## config.mk

```make
export PLATFORM = sky130hd
export DESIGN_NAME = guwf_regs
export DESIGN_NICKNAME = d
export VERILOG_FILES = /design/src/guwf_pkg.sv /design/src/guwf_regs.sv
export SDC_FILE = /design/constraint.sdc
export NUM_CORES = 1
export LEC_CHECK = 0
export BUFFER_PORTS_ARGS = -buffer_cell sky130_fd_sc_hd__buf_2
export CAP_MARGIN = 5
export CORE_MARGIN = 2
export CORE_UTILIZATION = 30
export DETAILED_ROUTE_END_ITERATION = 10
export PLACE_DENSITY = 0.53
export SLEW_MARGIN = 40
export SYNTH_ARGS = -nofsm -noshare
export SYNTH_HDL_FRONTEND = slang
export SYNTH_SLANG_ARGS = --single-unit
```

## constraint.sdc

```tcl
create_clock -name clk -period 1.4 [get_ports clk]
set_input_delay 0.14 -clock clk [delete_from_list [all_inputs] [get_ports clk]]
set_output_delay 0.14 -clock clk [all_outputs]
set_load 0.05 [all_outputs]
```

## src/guwf_pkg.sv

```systemverilog
// Shared constants, types and the id hash for the unique window filter.
`default_nettype none
package guwf_pkg;

    localparam int MAX_SLOTS  = 1024;
    localparam int SEEN_DEPTH = 2048;

    localparam int SLOT_W   = $clog2(MAX_SLOTS);
    localparam int SEEN_AW  = $clog2(SEEN_DEPTH);
    localparam int TIME_W   = 64;
    localparam int GID_HI_W = 32;
    localparam int GID_LO_W = 64;
    localparam int GID_W    = GID_HI_W + GID_LO_W;
    localparam int EPOCH_W  = 8;

    localparam int IN_IDX_LSB  = 0;
    localparam int IN_TIME_LSB = IN_IDX_LSB + SLOT_W;
    localparam int IN_HI_LSB   = IN_TIME_LSB + TIME_W;
    localparam int IN_LO_LSB   = IN_HI_LSB + GID_HI_W;
    localparam int IN_USED_W   = IN_LO_LSB + GID_LO_W;
    localparam int IN_TDATA_W  = ((IN_USED_W + 7) / 8) * 8;
    localparam int IN_TUSER_W  = 2;
    localparam int OUT_TDATA_W = ((SLOT_W + 7) / 8) * 8;
    localparam int OUT_TUSER_W = 2;

    localparam int TUSER_FIRST   = 0;
    localparam int TUSER_REMOVED = 1;
    localparam int TUSER_ACCEPT  = 0;
    localparam int TUSER_OVF     = 1;

    localparam int CFG_DW = 64;
    localparam int CFG_AW = 5;

    localparam logic [1:0] REG_UNIQUE_MODE  = 2'd0;
    localparam logic [1:0] REG_PASS_REMOVED = 2'd1;
    localparam logic [1:0] REG_WINDOW_START = 2'd2;
    localparam logic [1:0] REG_WINDOW_END   = 2'd3;

    typedef struct packed {
        logic              unique_mode;
        logic              pass_removed;
        logic [TIME_W-1:0] window_start;
        logic [TIME_W-1:0] window_end;
    } cfg_t;

    typedef struct packed {
        logic load;
        logic clear;
        logic clear_done;
        logic probe_start;
        logic probe_read;
        logic probe_next;
        logic insert;
        logic mark_found;
        logic mark_ovf;
        logic finish;
    } dp_cmd_t;

    typedef struct packed {
        logic first;
        logic epoch_wrap;
        logic sweep_last;
        logic need_probe;
        logic empty_hit;
        logic match_hit;
        logic probe_last;
        logic out_free;
    } dp_stat_t;

    typedef struct packed {
        logic [EPOCH_W-1:0] tag;
        logic [GID_W-1:0]   gid;
    } seen_entry_t;

    function automatic logic [SEEN_AW-1:0] gid_hash(input logic [GID_W-1:0] gid);
        logic [SEEN_AW-1:0] h;
        h = '0;
        for (int i = 0; i < GID_W; i++)
        begin
            h[i % SEEN_AW] = h[i % SEEN_AW] ^ gid[i];
        end
        return h;
    endfunction

endpackage
`default_nettype wire

```

## src/guwf_regs.sv

```systemverilog
// Configuration register file behind the APB-style port.
`default_nettype none
module guwf_regs
    import guwf_pkg::*;
(
    input  wire logic              clk,
    input  wire logic              rst_n,
    input  wire logic              psel,
    input  wire logic              penable,
    input  wire logic              pwrite,
    input  wire logic [CFG_AW-1:0] paddr,
    input  wire logic [CFG_DW-1:0] pwdata,
    output logic      [CFG_DW-1:0] prdata,
    output logic                   pready,
    output cfg_t                   cfg
);

    logic              unique_mode_reg;
    logic              pass_removed_reg;
    logic [TIME_W-1:0] window_start_reg;
    logic [TIME_W-1:0] window_end_reg;
    logic [1:0]        reg_sel;
    logic              wr_en;

    assign reg_sel = paddr[CFG_AW-1:3];
    assign wr_en   = psel && penable && pwrite;
    assign pready  = 1'b1;

    always_ff @(posedge clk or negedge rst_n)
    begin
        if (!rst_n)
        begin
            unique_mode_reg  <= 1'b1;
            pass_removed_reg <= 1'b0;
            window_start_reg <= '0;
            window_end_reg   <= '0;
        end
        else if (wr_en)
        begin
            unique case (reg_sel)
                REG_UNIQUE_MODE:  unique_mode_reg  <= pwdata[0];
                REG_PASS_REMOVED: pass_removed_reg <= pwdata[0];
                REG_WINDOW_START: window_start_reg <= pwdata[TIME_W-1:0];
                REG_WINDOW_END:   window_end_reg   <= pwdata[TIME_W-1:0];
                default: ;
            endcase
        end
    end

    always_comb
    begin
        prdata = '0;
        if (paddr[2:0] == 3'd0)
        begin
            unique case (reg_sel)
                REG_UNIQUE_MODE:  prdata = CFG_DW'(unique_mode_reg);
                REG_PASS_REMOVED: prdata = CFG_DW'(pass_removed_reg);
                REG_WINDOW_START: prdata = CFG_DW'(window_start_reg);
                REG_WINDOW_END:   prdata = CFG_DW'(window_end_reg);
                default:          prdata = '0;
            endcase
        end
    end

    assign cfg.unique_mode  = unique_mode_reg;
    assign cfg.pass_removed = pass_removed_reg;
    assign cfg.window_start = window_start_reg;
    assign cfg.window_end   = window_end_reg;

endmodule
`default_nettype wire

```

==> flow_summary_export.csv, run 1 <==
group,metric,value,unit
clock_tree,cts_sinks,130,
clock_tree,cts_buffer_depth,2,
synthesis,synth_cell_types,21,
run_status,status,"finished with violations",
pwr,peakVddDrop,0.000861,V
pwr,p_leak,4.95,nW
sta,finalHoldViolations,0,
pwr,swShare,40.5,%
drt,first_iter_violations,105,
floorplan,die-area,21300,um2
place,place.gp.congestion,0.762,
clock_tree,clkTransAtPathRegs,60,ps
sta,fin_crit_sh,125,%
grt,grt.total_usage,15.1,%
sta,fmax,0.572,GHz
final_layout,drive_gt1_share,57.3,%
clock_tree,numCtsBuffers,17,
drt,drc,0,
min_path,hp-class,"input port to async pin",
synthesis,synth_top_area_cell,"dfrtp_1",
final_layout,area_growth,58.4,%
drt,wl_per_cell,15.8,um
synthesis,synth_nets,501,
synthesis,ys_ff_latch,130,
final_layout,fillers,1780,
grt,overflow,0,
sta,period_needed,1750,ps
pwr,p_int,10.0,mW
floorplan,start_util,30.8,%
floorplan,die_w,146,um
run_status,violations,"negative setup slack",
synthesis,synth_area,6050,um2
place,io_buffers,267,
place,pre_cts_ws,-79.9,ps
flow_run,cap_violations,0,
floorplan,core_area,19700,um2
sta,setup_ws,-348,ps
clock_tree,clock_latency,400,ps
clock_tree,cts-root-buf,"clkbuf_16",
pwr,p_per_area,1760,nW/um2
synthesis,synth_edf_count,0,
setup_path,critPathMaxFanout,2,
setup_path,cp-end-kind,"primary output",
final_layout,final_nets,866,
clock_tree,cts_tree,"done",
sta,setup_viol,1,
synthesis,synth_cells,427,
synthesis,ys_seq_area_share,53.8,%
sta,slew_violations,0,
setup_path,path_class,"flop to primary output",
place,hpwl,11.4,mm
synthesis,synth-async-reset-ratio,100,%
grt,grt_pass1_vias,4787,
pwr,clockPowerShare,29.1,%
floorplan,rows,51,
pwr,switchingPower,6.82,mW
sta,finClkSkew,0,ps
synthesis,ys_top_cells_by_area,"dfrtp_1 (53%), mux2_4 (12%), mux2_2 (12%)",
synthesis,ys_top_cells_by_count,"dfrtp_1 (129), mux2i_1 (63), nor2_1 (63)",
setup_path,worstPathRequired,1260,ps
synthesis,ys_warn_count,0,
sta,fin_tns_setup,-348,ps
grt,grt_max_degree,56,
synthesis,synth_top_area_share,53.3,%
drt,via_count,4758,
synthesis,syn_avg_cell_area,14.2,um2
floorplan,die_y,146,um
pwr,p_seq_share,31.8,%
floorplan,io_pins,269,
grt,grt_pass1_wl,25.8,mm
drt,via_per_inst,4.45,
pwr,combPwrFrac,39.2,%
drt,totalWireLength,16.9,mm
setup_path,r2r_setup_slack,350,ps
drt,detail-route-antenna-nets,0,
clock_tree,h-tree-depth,4,
synthesis,ys.flop_type,"dfrtp_1",
setup_path,startpoint_type,"flop",
final_layout,antenna_cells,0,
grt,antenna_found_initial,0,
sta,grt_setup_unrepaired,"yes",
setup_path,crit_arrival,1610,ps
synthesis,yosysMostFrequentCell,"dfrtp_1",
drt,firstDrtPassIters,4,
## stage by stage
step / instances / instance area, um2 / hold WS [ps] / power (mW) / util, %
finish: 1070 / 9590 / 147 / 16.9 / 48.8
global route: 1070 / 9590 / 135 / 17.6 / 48.8
CTS: 1046 / 9160 / 132 / 16.7 / 46.6
detailed placement: 949 / 7810 / 39.8 / 11.6 / 39.7
global placement: 949 / 7810 / 35.4 / 11.5 / 39.7
floorplan: 427 / 6060 / -156 / 9.96 / -
## final timing paths
path	cells after the start	start	end
hold / removal	2	rst_n	window_end_reg[36]
hold reg to reg	1	window_start_reg[7]	window_start_reg[7]
setup / recovery	3	window_end_reg[0]	prdata[0]
min in group clk	4	penable	unique_mode_reg
max in group asynchronous	3	rst_n	window_start_reg[3]
setup reg to reg	3	window_start_reg[0]	window_start_reg[0]
## power by group through the flow
stage	clock network [mW]	registers, mW	logic, mW
CTS	5.01	5.38	6.33
global route	5.23	5.49	6.87
global placement	0	5.38	6.12
detailed placement	0	5.43	6.17
finish	4.90	5.36	6.60
floorplan	0	8.35	1.61
## kinds of logic (layout without fill, tap and decap cells)
kind of cell / after synthesis / after routing / synth area share (%)
simple gates: 72 / 72 / 4.71
other cells: 1 / 1 / 0.0620
buf+inv: 30 / 408 / 3.37
flops: 130 / 130 / 53.8
mux: 194 / 194 / 38.1
## cell usage in the layout (no fill, tap or decap), types with 3 or more instances in the layout
cell type      synthesis  layout
buf_12                 0      10
buf_2                  7     199
buf_4                 10      64
buf_6                  6      30
bufinv_16              0       5
clkbuf_16              0      17
clkbuf_4               0       5
clkinv_4               0       3
dfrtp_1              129     127
dlygate4sd3_1          0      65
mux2_1                18      18
mux2_2                62      62
mux2_4                50      50
mux2i_1               63      63
nor2_1                63      63
## area by class of cell
type	instances	area, um2	share of cell area [%]
clock buffers	20	447	4.66
clock inverters	12	205	2.14
inverters	1	3.75	0.0391
multi-input cells	267	2610	27.2
flip-flops and latches	130	3260	34.0
well taps	265	332	3.46
repair buffers	375	2730	28.5
## layer usage
layer	track usage [%]	wire, um	up-vias
li1	-	-	2222
met1	19.0	7380	2353
met2	25.2	8300	169
met3	4.69	1000	14
met4	4.32	195	0
met5	0	0	-
## worst max-delay path, cell delays in order (launching register included)
cell and delay [ps]:
dfrtp_2 400, mux4_2 490, and2_4 160, buf_8 140
## timing repair
item,CTS,global route
buffers inserted,0,24
hold buffers,65,0
endpoints found under the setup margin,63,64
endpoints found under the hold margin,256,0
pin swaps,1,5
resized for setup,18,131
Note: power is estimated with default switching activity, not from simulation.
==> run 2, diff against run 1 <==
--- a/config.mk
+++ b/config.mk
@@ -6,11 +6,14 @@
 export NUM_CORES = 1
 export LEC_CHECK = 0
 export BUFFER_PORTS_ARGS = -buffer_cell sky130_fd_sc_hd__buf_2
-export CAP_MARGIN = 5
+export CAP_MARGIN = 25
+export CELL_PAD_IN_SITES_DETAIL_PLACEMENT = 0
+export CELL_PAD_IN_SITES_GLOBAL_PLACEMENT = 1
 export CORE_MARGIN = 2
 export CORE_UTILIZATION = 30
+export CTS_BUF_LIST = sky130_fd_sc_hd__clkbuf_2 sky130_fd_sc_hd__clkbuf_4 sky130_fd_sc_hd__clkbuf_8
 export DETAILED_ROUTE_END_ITERATION = 10
-export PLACE_DENSITY = 0.53
+export PLACE_DENSITY = 0.66
 export SLEW_MARGIN = 40
 export SYNTH_ARGS = -nofsm -noshare
 export SYNTH_HDL_FRONTEND = slang
==> run 2 against run 1 <==
Net effect:
- the run still ends with negative setup slack left
- register-to-register slack barely moved
- fmax fell by 2.3%
- combinational power up 5.0%
- first-iteration DRC count is 1.9% lower
- setup slack worse by 42 ps
==> flow_summary_export.csv, run 2 (synthesis gave the netlist of run 1 again) <==
group,metric,value,unit
run_status,status,"finished with violations",
run_status,violations,"negative setup slack",
grt,grt_pass1_wl,26.9,mm
min_path,min_from,"paddr[3]",
drt,drc,0,
final_layout,final_common_cell,"buf_2",
sta,fin_crit_sh,128,%
floorplan,die-area,21300,um2
floorplan,start_util,30.8,%
drt,wl_met2,8.47,mm
drt,wl_per_cell,15.4,um
pwr,peakVddDrop,0.000992,V
pwr,p_leak,5.05,nW
sta,slew_headroom,62.5,%
drt,highest_layer,"met4",
floorplan,core_area,19700,um2
final_layout,fillers,1774,
clock_tree,numCtsBuffers,17,
place,place.gp.congestion,0.742,
sta,fmax,0.559,GHz
grt,grt_max_degree,36,
floorplan,die_y,146,um
grt,grt_pass1_vias,5121,
setup_path,path_class,"flop to primary output",
floorplan,io_pins,269,
grt,grt.total_usage,15.5,%
drt,first_iter_violations,103,
grt,antenna_found_initial,1,
setup_path,cp-end-kind,"primary output",
min_path,hp-class,"input port to flop",
drt,via_count,4876,
sta,slew_violations,0,
drt,wl_met3,1.13,mm
drt,totalWireLength,16.9,mm
clock_tree,cts_tree,"done",
place,hpwl,11.8,mm
clock_tree,h-tree-depth,4,
final_layout,final_nets,895,
setup_path,reg2reg_from,"window_start_reg[0]",
clock_tree,cts-root-buf,"clkbuf_8",
sta,period_needed,1790,ps
final_layout,postLayoutCoreUtil,49.7,%
setup_path,crit_arrival,1650,ps
drt,firstDrtPassIters,4,
clock_tree,cts_sinks,130,
sta,setup_ws,-390,ps
grt,overflow,0,
clock_tree,cts_buffer_depth,2,
place,placed_cells,956,
pwr,power,16.0,mW
final_layout,layout_common_cells,"buf_2 (196), dfrtp_1 (127), buf_6 (67), dlygate4sd3_1 (65)",
final_layout,drive_gt1_share,59.0,%
setup_path,cp_slowest_cell,"mux4_2",
clock_tree,clock_latency,420,ps
sta,tightest_slew,563,ps
clock_tree,clkTransAtPathRegs,70,ps
setup_path,critPathMaxFanout,2,
final_layout,area_growth,61.4,%
min_path,whs_endpoint,"unique_mode_reg",
place,pre_cts_ws,-49.8,ps
sta,finalHoldViolations,0,
drt,detail-route-antenna-nets,0,
sta,setup_viol,2,
sta,finClkSkew,0,ps
drt,m1WireLength,7.25,mm
setup_path,r2r_cells,3,
min_path,holdPathStages,3,
setup_path,r2r_setup_slack,360,ps
place,io_buffers,267,
floorplan,rows,51,
sta,grt_setup_unrepaired,"yes",
final_layout,final_cell_count_no_fill,1100,
floorplan,die_w,146,um
drt,via_per_inst,4.43,
flow_run,cap_violations,0,
setup_path,crit_chain,"mux4_2 > and2_4 > buf_6",
setup_path,startpoint_type,"flop",
pwr,p_per_area,1640,nW/um2
setup_path,r2r-end,"window_start_reg[0]",
setup_path,worstPathRequired,1260,ps
setup_path,critPathMaxStageDelay,510,ps
setup_path,critPathLaunch,"window_end_reg[0]",
run 2: routing by layer:
metal,GRT usage [%],up-vias
met3,5.47,7
li1,-,2268
met5,0,-
met2,26.4,169
met1,19.2,2432
met4,3.25,0
run 2: area by class of cell:
type / instances / area, um2 / area share, %
Antenna cell: 1 / 2.50 / 0.0256
Clock buffer: 20 / 263 / 2.69
Clock inverter: 12 / 204 / 2.09
Inverter: 1 / 3.75 / 0.0384
Multi-Input combinational cell: 267 / 2610 / 26.7
Sequential cell: 130 / 3260 / 33.3
Tap cell: 265 / 332 / 3.39
Timing Repair Buffer: 404 / 3090 / 31.7
run 2: worst max-delay path by stage:
stage / end / slack [ps]
2_1_floorplan: prdata[13] / -170
4_1_cts: prdata[0] / -430
3_5_place_dp: prdata[0] / -50
5_1_grt: prdata[0] / -460
6_report: prdata[0] / -390
3_3_place_gp: prdata[0] / -30
run 2: worst max-delay path, delay by kind of cell (launching register included):
kind	cells	cell delay, ps
multiplexers	1	510
buffers and inverters	1	150
flip-flops	1	400
AND/OR/NAND/NOR	1	170
run 2: repair_timing:
action,in CTS,in global routing
resized for setup,104,41
setup endpoints to repair,64,68
buffers inserted,13,34
hold buffers,65,0
hold endpoints to repair,153,0
pin swaps,1,5
run 2: through the flow:
step                hold slack, ps  setup TNS (ps)  cell area, um2
detailed placement             169            -917            7860
global route                   144           -3230            9770
CTS                            142            -448            9380
floorplan                     -156          -10420            6060
global placement               159           -73.1            7860
finish                         175            -395            9770
run 2: report_power, final:
group / leakage [nW] / switching (mW) / internal (mW) / total (mW)
clock: 0.239 / 1.53 / 2.22 / 3.75
sequential: 1.59 / 0.693 / 4.64 / 5.33
combinational: 3.22 / 4.53 / 2.40 / 6.93
total: 5.05 / 6.75 / 9.27 / 16.0
