==> src/guwf_pkg.sv <==
// Shared constants, types and the id hash for the unique window filter.
`default_nettype none
package guwf_pkg;

    localparam int MAX_SLOTS  = 1024;
    localparam int SEEN_DEPTH = 2048;

    localparam int SLOT_W   = $clog2(MAX_SLOTS);
    localparam int SEEN_AW  = $clog2(SEEN_DEPTH);
    localparam int TIME_W   = 64;
    localparam int GID_HI_W = 32;
    localparam int GID_LO_W = 64;
    localparam int GID_W    = GID_HI_W + GID_LO_W;
    localparam int EPOCH_W  = 8;

    localparam int IN_IDX_LSB  = 0;
    localparam int IN_TIME_LSB = IN_IDX_LSB + SLOT_W;
    localparam int IN_HI_LSB   = IN_TIME_LSB + TIME_W;
    localparam int IN_LO_LSB   = IN_HI_LSB + GID_HI_W;
    localparam int IN_USED_W   = IN_LO_LSB + GID_LO_W;
    localparam int IN_TDATA_W  = ((IN_USED_W + 7) / 8) * 8;
    localparam int IN_TUSER_W  = 2;
    localparam int OUT_TDATA_W = ((SLOT_W + 7) / 8) * 8;
    localparam int OUT_TUSER_W = 2;

    localparam int TUSER_FIRST   = 0;
    localparam int TUSER_REMOVED = 1;
    localparam int TUSER_ACCEPT  = 0;
    localparam int TUSER_OVF     = 1;

    localparam int CFG_DW = 64;
    localparam int CFG_AW = 5;

    localparam logic [1:0] REG_UNIQUE_MODE  = 2'd0;
    localparam logic [1:0] REG_PASS_REMOVED = 2'd1;
    localparam logic [1:0] REG_WINDOW_START = 2'd2;
    localparam logic [1:0] REG_WINDOW_END   = 2'd3;

    typedef struct packed {
        logic              unique_mode;
        logic              pass_removed;
        logic [TIME_W-1:0] window_start;
        logic [TIME_W-1:0] window_end;
    } cfg_t;

    typedef struct packed {
        logic load;
        logic clear;
        logic clear_done;
        logic probe_start;
        logic probe_read;
        logic probe_next;
        logic insert;
        logic mark_found;
        logic mark_ovf;
        logic finish;
    } dp_cmd_t;

    typedef struct packed {
        logic first;
        logic epoch_wrap;
        logic sweep_last;
        logic need_probe;
        logic empty_hit;
        logic match_hit;
        logic probe_last;
        logic out_free;
    } dp_stat_t;

    typedef struct packed {
        logic [EPOCH_W-1:0] tag;
        logic [GID_W-1:0]   gid;
    } seen_entry_t;

    function automatic logic [SEEN_AW-1:0] gid_hash(input logic [GID_W-1:0] gid);
        logic [SEEN_AW-1:0] h;
        h = '0;
        for (int i = 0; i < GID_W; i++)
        begin
            h[i % SEEN_AW] = h[i % SEEN_AW] ^ gid[i];
        end
        return h;
    endfunction

endpackage
`default_nettype wire

==> src/guwf_ctrl.sv <==
// Controller state machine: clearing sweep, window check, hash probe and result handoff.
`default_nettype none
module guwf_ctrl
    import guwf_pkg::*;
(
    input  wire logic     clk,
    input  wire logic     rst_n,
    input  wire logic     s_axis_tvalid,
    output logic          s_axis_tready,
    input  wire dp_stat_t stat,
    output dp_cmd_t       cmd
);

    localparam logic [2:0] S_CLR_BOOT = 3'd0;
    localparam logic [2:0] S_IDLE     = 3'd1;
    localparam logic [2:0] S_CLR_ITEM = 3'd2;
    localparam logic [2:0] S_JUDGE    = 3'd3;
    localparam logic [2:0] S_PROBE    = 3'd4;
    localparam logic [2:0] S_CHECK    = 3'd5;
    localparam logic [2:0] S_DONE     = 3'd6;

    logic [2:0] state_reg;
    logic [2:0] state_next;

    always_ff @(posedge clk or negedge rst_n)
    begin
        if (!rst_n)
        begin
            state_reg <= S_CLR_BOOT;
        end
        else
        begin
            state_reg <= state_next;
        end
    end

    always_comb
    begin
        state_next    = state_reg;
        cmd           = '0;
        s_axis_tready = 1'b0;
        unique case (state_reg)
            S_CLR_BOOT:
            begin
                cmd.clear = 1'b1;
                if (stat.sweep_last)
                begin
                    cmd.clear_done = 1'b1;
                    state_next     = S_IDLE;
                end
            end
            S_IDLE:
            begin
                s_axis_tready = 1'b1;
                if (s_axis_tvalid)
                begin
                    cmd.load = 1'b1;
                    if (stat.first && stat.epoch_wrap)
                    begin
                        state_next = S_CLR_ITEM;
                    end
                    else
                    begin
                        state_next = S_JUDGE;
                    end
                end
            end
            S_CLR_ITEM:
            begin
                cmd.clear = 1'b1;
                if (stat.sweep_last)
                begin
                    cmd.clear_done = 1'b1;
                    state_next     = S_JUDGE;
                end
            end
            S_JUDGE:
            begin
                if (stat.need_probe)
                begin
                    cmd.probe_start = 1'b1;
                    state_next      = S_CHECK;
                end
                else
                begin
                    state_next = S_DONE;
                end
            end
            S_PROBE:
            begin
                cmd.probe_read = 1'b1;
                state_next     = S_CHECK;
            end
            S_CHECK:
            begin
                if (stat.empty_hit)
                begin
                    cmd.insert = 1'b1;
                    state_next = S_DONE;
                end
                else if (stat.match_hit)
                begin
                    cmd.mark_found = 1'b1;
                    state_next     = S_DONE;
                end
                else if (stat.probe_last)
                begin
                    cmd.mark_ovf = 1'b1;
                    state_next   = S_DONE;
                end
                else
                begin
                    cmd.probe_next = 1'b1;
                    state_next     = S_PROBE;
                end
            end
            S_DONE:
            begin
                if (stat.out_free)
                begin
                    cmd.finish = 1'b1;
                    state_next = S_IDLE;
                end
            end
            default:
            begin
                state_next = S_CLR_BOOT;
            end
        endcase
    end

endmodule
`default_nettype wire

==> config.mk <==
export PLATFORM = sky130hd
export DESIGN_NAME = guwf_ctrl
export DESIGN_NICKNAME = d
export VERILOG_FILES = /design/src/guwf_pkg.sv /design/src/guwf_ctrl.sv
export SDC_FILE = /design/constraint.sdc
export NUM_CORES = 1
export LEC_CHECK = 0
export ABC_CLOCK_PERIOD_IN_PS = 1600
export BUFFER_PORTS_ARGS = -buffer_cell sky130_fd_sc_hd__buf_2
export CORE_AREA = 5 5 42 44
export CTS_BUF_LIST = sky130_fd_sc_hd__clkbuf_4
export CTS_CLUSTER_DIAMETER = 80
export DETAILED_ROUTE_END_ITERATION = 7
export DIE_AREA = 0 0 47 49
export SLEW_MARGIN = 10
export SYNTH_ARGS = -nofsm -noshare
export SYNTH_HDL_FRONTEND = slang
export SYNTH_SLANG_ARGS = --single-unit
==> constraint.sdc <==
create_clock -name clk -period 1.6 [get_ports clk]
set_input_delay 0.08 -clock clk [delete_from_list [all_inputs] [get_ports clk]]
set_output_delay 0.08 -clock clk [all_outputs]
set_load 0.02 [all_outputs]
==> impl_metrics.py, run 1 <==
metrics = {
    "placement": {
        "hpwlAfterDp_um": 646.6,
        "place_ws_ps": 271.1,
        "gp_congestion": 0.7476,
        "port_buffers": 21,
    },
    "floorplan": {
        "dieArea_um2": 2303,
        "dieWidth_um": 47,
        "std_cell_rows": 14,
        "initial_core_util_pct": 23.04,
        "io_pins": 22,
        "fp.dieH_um": 49,
        "core_um2": 1401,
    },
    "sta": {
        "holdWs_ps": 170.6,
        "setup_viol": 0,
        "tightest_slew_ps": 304.7,
        "fin_crit_sh_pct": 94.51,
        "setup_slack_ps": 87.80,
        "maxSlewViolCount": 0,
        "maxSlewHeadroom_pct": 79.69,
        "rsz0062_at_grt": "false",
        "totalNegativeSetupSlack_ps": 0,
        "fin_crit_ps": 1512,
        "fin_skew_ps": 1.591,
        "hold_viol": 0,
        "fmax_ghz": 0.6613,
    },
    "setup_path": {
        "startpoint_type": "flip-flop",
        "max_stage_delay_ps": 480,
        "path_max_fanout": 11,
        "cp.required_ps": 1520,
        "crit_type": "flip-flop to output port",
        "endpoint_kind": "output port",
        "critical-path-slowest-cell": "dfrtp_1",
        "cp.arrival_ps": 1430,
        "crit_chain": "nand3b_4, nor4b_1, buf_2",
    },
    "detailed_routing": {
        "ant_nets": 0,
        "drt_first_pass_iters": 3,
        "drc_errors": 0,
        "vias": 364,
        "wl_um": 833,
        "viasPerCell": 4.608,
        "initialDrtViolationCount": 4,
        "wire_per_inst_um": 10.54,
    },
    "clocking": {
        "clock_sinks": 3,
        "cts.path.max_buffers": 2,
        "clk_latency_ps": 240,
        "cts_buffers": 3,
        "cts_tree": "yes",
        "ctsHtreeMaxLevel": 1,
        "post_cts_buffers": 0,
        "root_buffer": "clkbuf_4",
        "path_clk_slew_ps": 40,
    },
    "power": {
        "p_int_uw": 448.1,
        "power.leakage_uw": 0.0002532,
        "p_sw_share_pct": 47.28,
        "p_sw_uw": 401.9,
        "p_clk_share_pct": 18.0,
        "power_frac_comb_pct": 53.2,
        "irDropWorstVdd_mv": 0.7888,
        "power_density_nw_per_um2": 1821,
        "power_frac_seq_pct": 28.8,
    },
    "finish": {
        "syn2layout_area_growth_pct": 44.57,
        "nFillCells": 163,
        "insertedDiodeCount": 0,
        "nets": 75,
        "largest_reg_flops": 3,
        "drive_gt1_share_pct": 49.21,
    },
    "global_routing": {
        "grt_pass1_wl_mm": 1.386,
        "antenna_found_initial": 0,
        "grt_max_degree": 14,
        "gr-usage-all-layers_pct": 8.533,
        "grt_pass1_vias": 340,
        "overflow": 0,
    },
    "synthesis": {
        "seq_area_frac_synth_pct": 23.26,
        "syn_inst": 40,
        "syn_area_um2": 322.8,
        "avgSynthCellArea_um2": 8.070,
        "ys_ff_latch": 3,
        "synth_area_leaders": "dfrtp_1, mux2i_1, nor2_1, nand3b_4, o21ai_0",
        "synth_area_leader_cell": "dfrtp_1",
        "synth.top_cell.area_share_pct": 23.26,
        "synth_nets": 51,
        "yosys.cell_types.count": 23,
        "yosysWarnings": 0,
    },
    "min_path": {
        "hp-class": "primary input to async pin",
    },
    "flow_run": {
        "maxCapViolCount": 0,
    },
    "outcome": {
        "status": "finished clean",
    },
}
[kinds of logic after synthesis]
| kind of cell | Yosys count | synth area share (%) |
|---|---|---|
| compound gates | 8 | 18.99 |
| buf+inv | 6 | 10.85 |
| simple gates | 20 | 37.60 |
| mux | 3 | 9.303 |
| flops | 3 | 23.26 |
[synthesized netlist by cell type, drive strengths merged]
cell type  n
nor4       1
nand2b     1
o22ai      1
a22o       1
and4       1
nand3b     1
o2bb2ai    1
dfrtp      3
a21boi     1
nand2      3
nand3      1
mux2i      3
nor2       6
and2       1
nor4b      1
nor3b      2
inv        3
buf        3
a32o       1
nor3       2
o21ai      3
[critical path, delay by kind of cell, from the launching register on]
family                 cells  cell delay (ps)
flip-flops                 1              480
AND/OR/NAND/NOR            2              490
buffers and inverters      1              230
[metal layers]
| metal | vias up | wire [µm] | global-route usage [%] |
|---|---|---|---|
| met5 | - | 0 | 0 |
| met4 | 0 | 34 | 6.912 |
| met2 | 13 | 411 | 11.31 |
| li1 | 188 | - | - |
| met1 | 159 | 317 | 9.934 |
| met3 | 4 | 70 | 4.059 |
[layout make-up]
| cell class | instances | area [µm²] | area share (%) |
|---|---|---|---|
| Multi-Input combinational cell | 31 | 212.7 | 45.58 |
| Timing Repair Buffer | 22 | 115.1 | 24.66 |
| Sequential cell | 3 | 77.57 | 16.62 |
| Clock buffer | 4 | 30.03 | 6.434 |
| Tap cell | 16 | 20.02 | 4.290 |
| Inverter | 3 | 11.26 | 2.413 |
[placed cells by master (no fill, tap or decap), types with 2 or more instances in the layout]
master | synthesis | final
o21ai_0 | 3 | 3
nor2_1 | 6 | 6
nor3b_1 | 2 | 2
nor3_1 | 2 | 2
buf_2 | 1 | 21
clkbuf_4 | 0 | 4
inv_1 | 3 | 3
mux2i_1 | 3 | 3
nand2_1 | 3 | 3
dfrtp_2 | 0 | 2
[power groups by stage]
stage / clock (µW) / sequential [µW] / combinational (µW)
5_1_grt: 167 / 259 / 506
2_1_floorplan: 0 / 145 / 465
6_report: 153 / 245 / 452
3_3_place_gp: 0 / 240 / 457
4_1_cts: 156 / 240 / 461
3_5_place_dp: 0 / 242 / 457
[path summary, 6_finish.rpt]
path | startpoint | end | slack (ps) | cells past startpoint
worst max-delay path | state_reg[1]$_DFFE_PN0P_ | cmd[1] | 90 | 3
worst min-delay path | rst_n | state_reg[1]$_DFFE_PN0P_ | 170 | 2
worst max register to register | state_reg[1]$_DFFE_PN0P_ | state_reg[1]$_DFFE_PN0P_ | 340 | 4
worst min register to register | state_reg[0]$_DFFE_PN0P_ | state_reg[2]$_DFFE_PN0P_ | 670 | 2
max in group asynchronous | rst_n | state_reg[2]$_DFFE_PN0P_ | 1310 | 2
min in group clk | s_axis_tvalid | state_reg[0]$_DFFE_PN0P_ | 170 | 3
[metrics by stage]
step           cell area [µm²]  utilization (%)  power [µW]  cells
2_1_floorplan            322.8                -       609.8     40
3_3_place_gp             424.2            30.27       696.4     74
3_5_place_dp             424.2            30.27       698.7     74
4_1_cts                  464.2            33.13       856.2     79
5_1_grt                  466.7            33.30       931.4     79
6_report                 466.7            33.30       850.0     79
[repair_timing]
action,CTS,global route
hold endpoints to repair,3,0
endpoints found under the setup margin,0,1
gates resized for setup,0,2
hold buffers,1,0
No activity file was read; power rests on OpenSTA's default activity.
==> run 2, diff against run 1 <==
- CAP_MARGIN: not set -> 20
- RECOVER_POWER: not set -> 100
- SLEW_MARGIN: 10 -> 30
==> impl_metrics.py, run 2 (synthesized netlist as in run 1, its figures left out) <==
metrics = {
    "outcome": {
        "status": "finished clean",
    },
    "clocking": {
        "clk_latency_ps": 240,
        "ctsHtreeMaxLevel": 1,
        "cts.path.max_buffers": 2,
        "post_cts_buffers": 0,
        "cts_tree": "yes",
        "path_clk_slew_ps": 40,
        "cts_buffers": 3,
        "root_buffer": "clkbuf_4",
        "clock_sinks": 3,
    },
    "sta": {
        "fin_crit_ps": 1513,
        "tightest_slew_ps": 304.5,
        "fin_skew_ps": 1.573,
        "fmax_ghz": 0.6609,
        "setup_viol": 0,
        "hold_viol": 0,
        "maxSlewHeadroom_pct": 79.70,
        "totalNegativeSetupSlack_ps": 0,
        "holdWs_ps": 170.7,
        "rsz0062_at_grt": "false",
        "fin_crit_sh_pct": 94.57,
        "maxSlewViolCount": 0,
    },
    "detailed_routing": {
        "viasPerCell": 4.595,
        "wl_um": 836,
        "vias": 363,
        "drc_errors": 0,
        "initialDrtViolationCount": 4,
        "ant_nets": 0,
        "wire_per_inst_um": 10.58,
        "drt_first_pass_iters": 3,
    },
    "power": {
        "power_frac_comb_pct": 52.6,
        "p_clk_share_pct": 18.2,
        "power_density_nw_per_um2": 1837,
        "p_sw_share_pct": 48.11,
        "irDropWorstVdd_mv": 0.7784,
        "power.leakage_uw": 0.0002218,
        "power_frac_seq_pct": 29.2,
        "p_sw_uw": 403.6,
        "p_int_uw": 435.3,
    },
    "global_routing": {
        "grt_max_degree": 14,
        "grt_pass1_wl_mm": 1.386,
        "overflow": 0,
        "grt_pass1_vias": 340,
        "gr-usage-all-layers_pct": 8.533,
        "antenna_found_initial": 0,
    },
    "finish": {
        "syn2layout_area_growth_pct": 41.47,
        "multi_input_area_um2": 212.7,
        "final_cell_area_um2": 456.7,
        "layout_common_cells": "buf_2, clkbuf_1, nor2_1",
        "largest_reg_flops": 3,
        "drive_gt1_share_pct": 36.51,
        "nets": 75,
        "final_common_cell": "buf_2",
        "seqCellArea_um2": 77.57,
        "nFillCells": 163,
        "final_util_pct": 32.59,
        "insertedDiodeCount": 0,
    },
    "floorplan": {
        "io_pins": 22,
        "fp.dieH_um": 49,
        "initial_core_util_pct": 23.04,
        "core_um2": 1401,
        "std_cell_rows": 14,
        "dieWidth_um": 47,
        "dieArea_um2": 2303,
    },
    "setup_path": {
        "startpoint_type": "flip-flop",
        "cp.arrival_ps": 1430,
        "crit_type": "flip-flop to output port",
        "cp.required_ps": 1520,
        "endpoint_kind": "output port",
        "path_max_fanout": 11,
    },
    "flow_run": {
        "maxCapViolCount": 0,
    },
    "placement": {
        "place_area_um2": 424.2,
        "port_buffers": 21,
        "gp_congestion": 0.7476,
        "hpwlAfterDp_um": 646.6,
    },
    "min_path": {
        "hp-class": "primary input to flip-flop",
    },
}
[run 2: cell count changes in the layout (fill, tap and decap cells not counted), sizes merged]
cell | before | now
clkbuf | 4 | 12
buf | 21 | 13
[run 2: cell type report]
cell class                 instances  share of cell area [%]
sequential                         3                   16.99
inverter                           3                   2.466
multi-input combinational         31                   46.58
clock buffer                       4                   6.575
timing repair buffer              22                   23.01
tap                               16                   4.384
[run 2: worst max-delay path, cell delays in order (launching register included)]
cell      delay [ps]
dfrtp_1          480
nand3b_4         220
nor4b_1          270
buf_2            230
[run 2: timing repair]
action	4_1_cts	5_1_grt
resized for setup	0	2
setup endpoints to repair	0	1
hold endpoints to repair	3	0
hold buffers	1	0
[run 2: metal layers]
| layer | routed length (µm) | global-route usage, % |
|---|---|---|
| met4 | 34 | 6.912 |
| met3 | 69 | 4.059 |
| met5 | 0 | 0 |
| met2 | 415 | 11.31 |
| met1 | 318 | 9.934 |
[run 2: power groups by stage]
| stage | Sequential (µW) | Combinational (µW) | Clock (µW) |
|---|---|---|---|
| finish | 245 | 441 | 153 |
| global route | 259 | 495 | 167 |
| CTS | 240 | 461 | 156 |
| detailed placement | 242 | 457 | 0 |
| global placement | 240 | 457 | 0 |
| floorplan | 145 | 465 | 0 |
[run 2: worst paths after layout]
path,cells past startpoint,slack [ps],to,startpoint
setup reg to reg,4,340,state_reg[1]$_DFFE_PN0P_,state_reg[1]$_DFFE_PN0P_
setup / recovery,3,90,cmd[1],state_reg[1]$_DFFE_PN0P_
max in group asynchronous,2,1250,state_reg[2]$_DFFE_PN0P_,rst_n
hold / removal,3,170,state_reg[0]$_DFFE_PN0P_,s_axis_tvalid
min in group asynchronous,2,180,state_reg[1]$_DFFE_PN0P_,rst_n
hold reg to reg,2,670,state_reg[2]$_DFFE_PN0P_,state_reg[0]$_DFFE_PN0P_
[run 2: stage by stage]
stage                     total power, µW  setup WS, ps  cells
after floorplan                     609.8         99.71     40
after detailed placement            698.7         271.1     74
after global placement              696.4         303.4     74
after global routing                920.3         10.78     79
final                               839.0         86.82     79
after CTS                           856.2         22.41     79
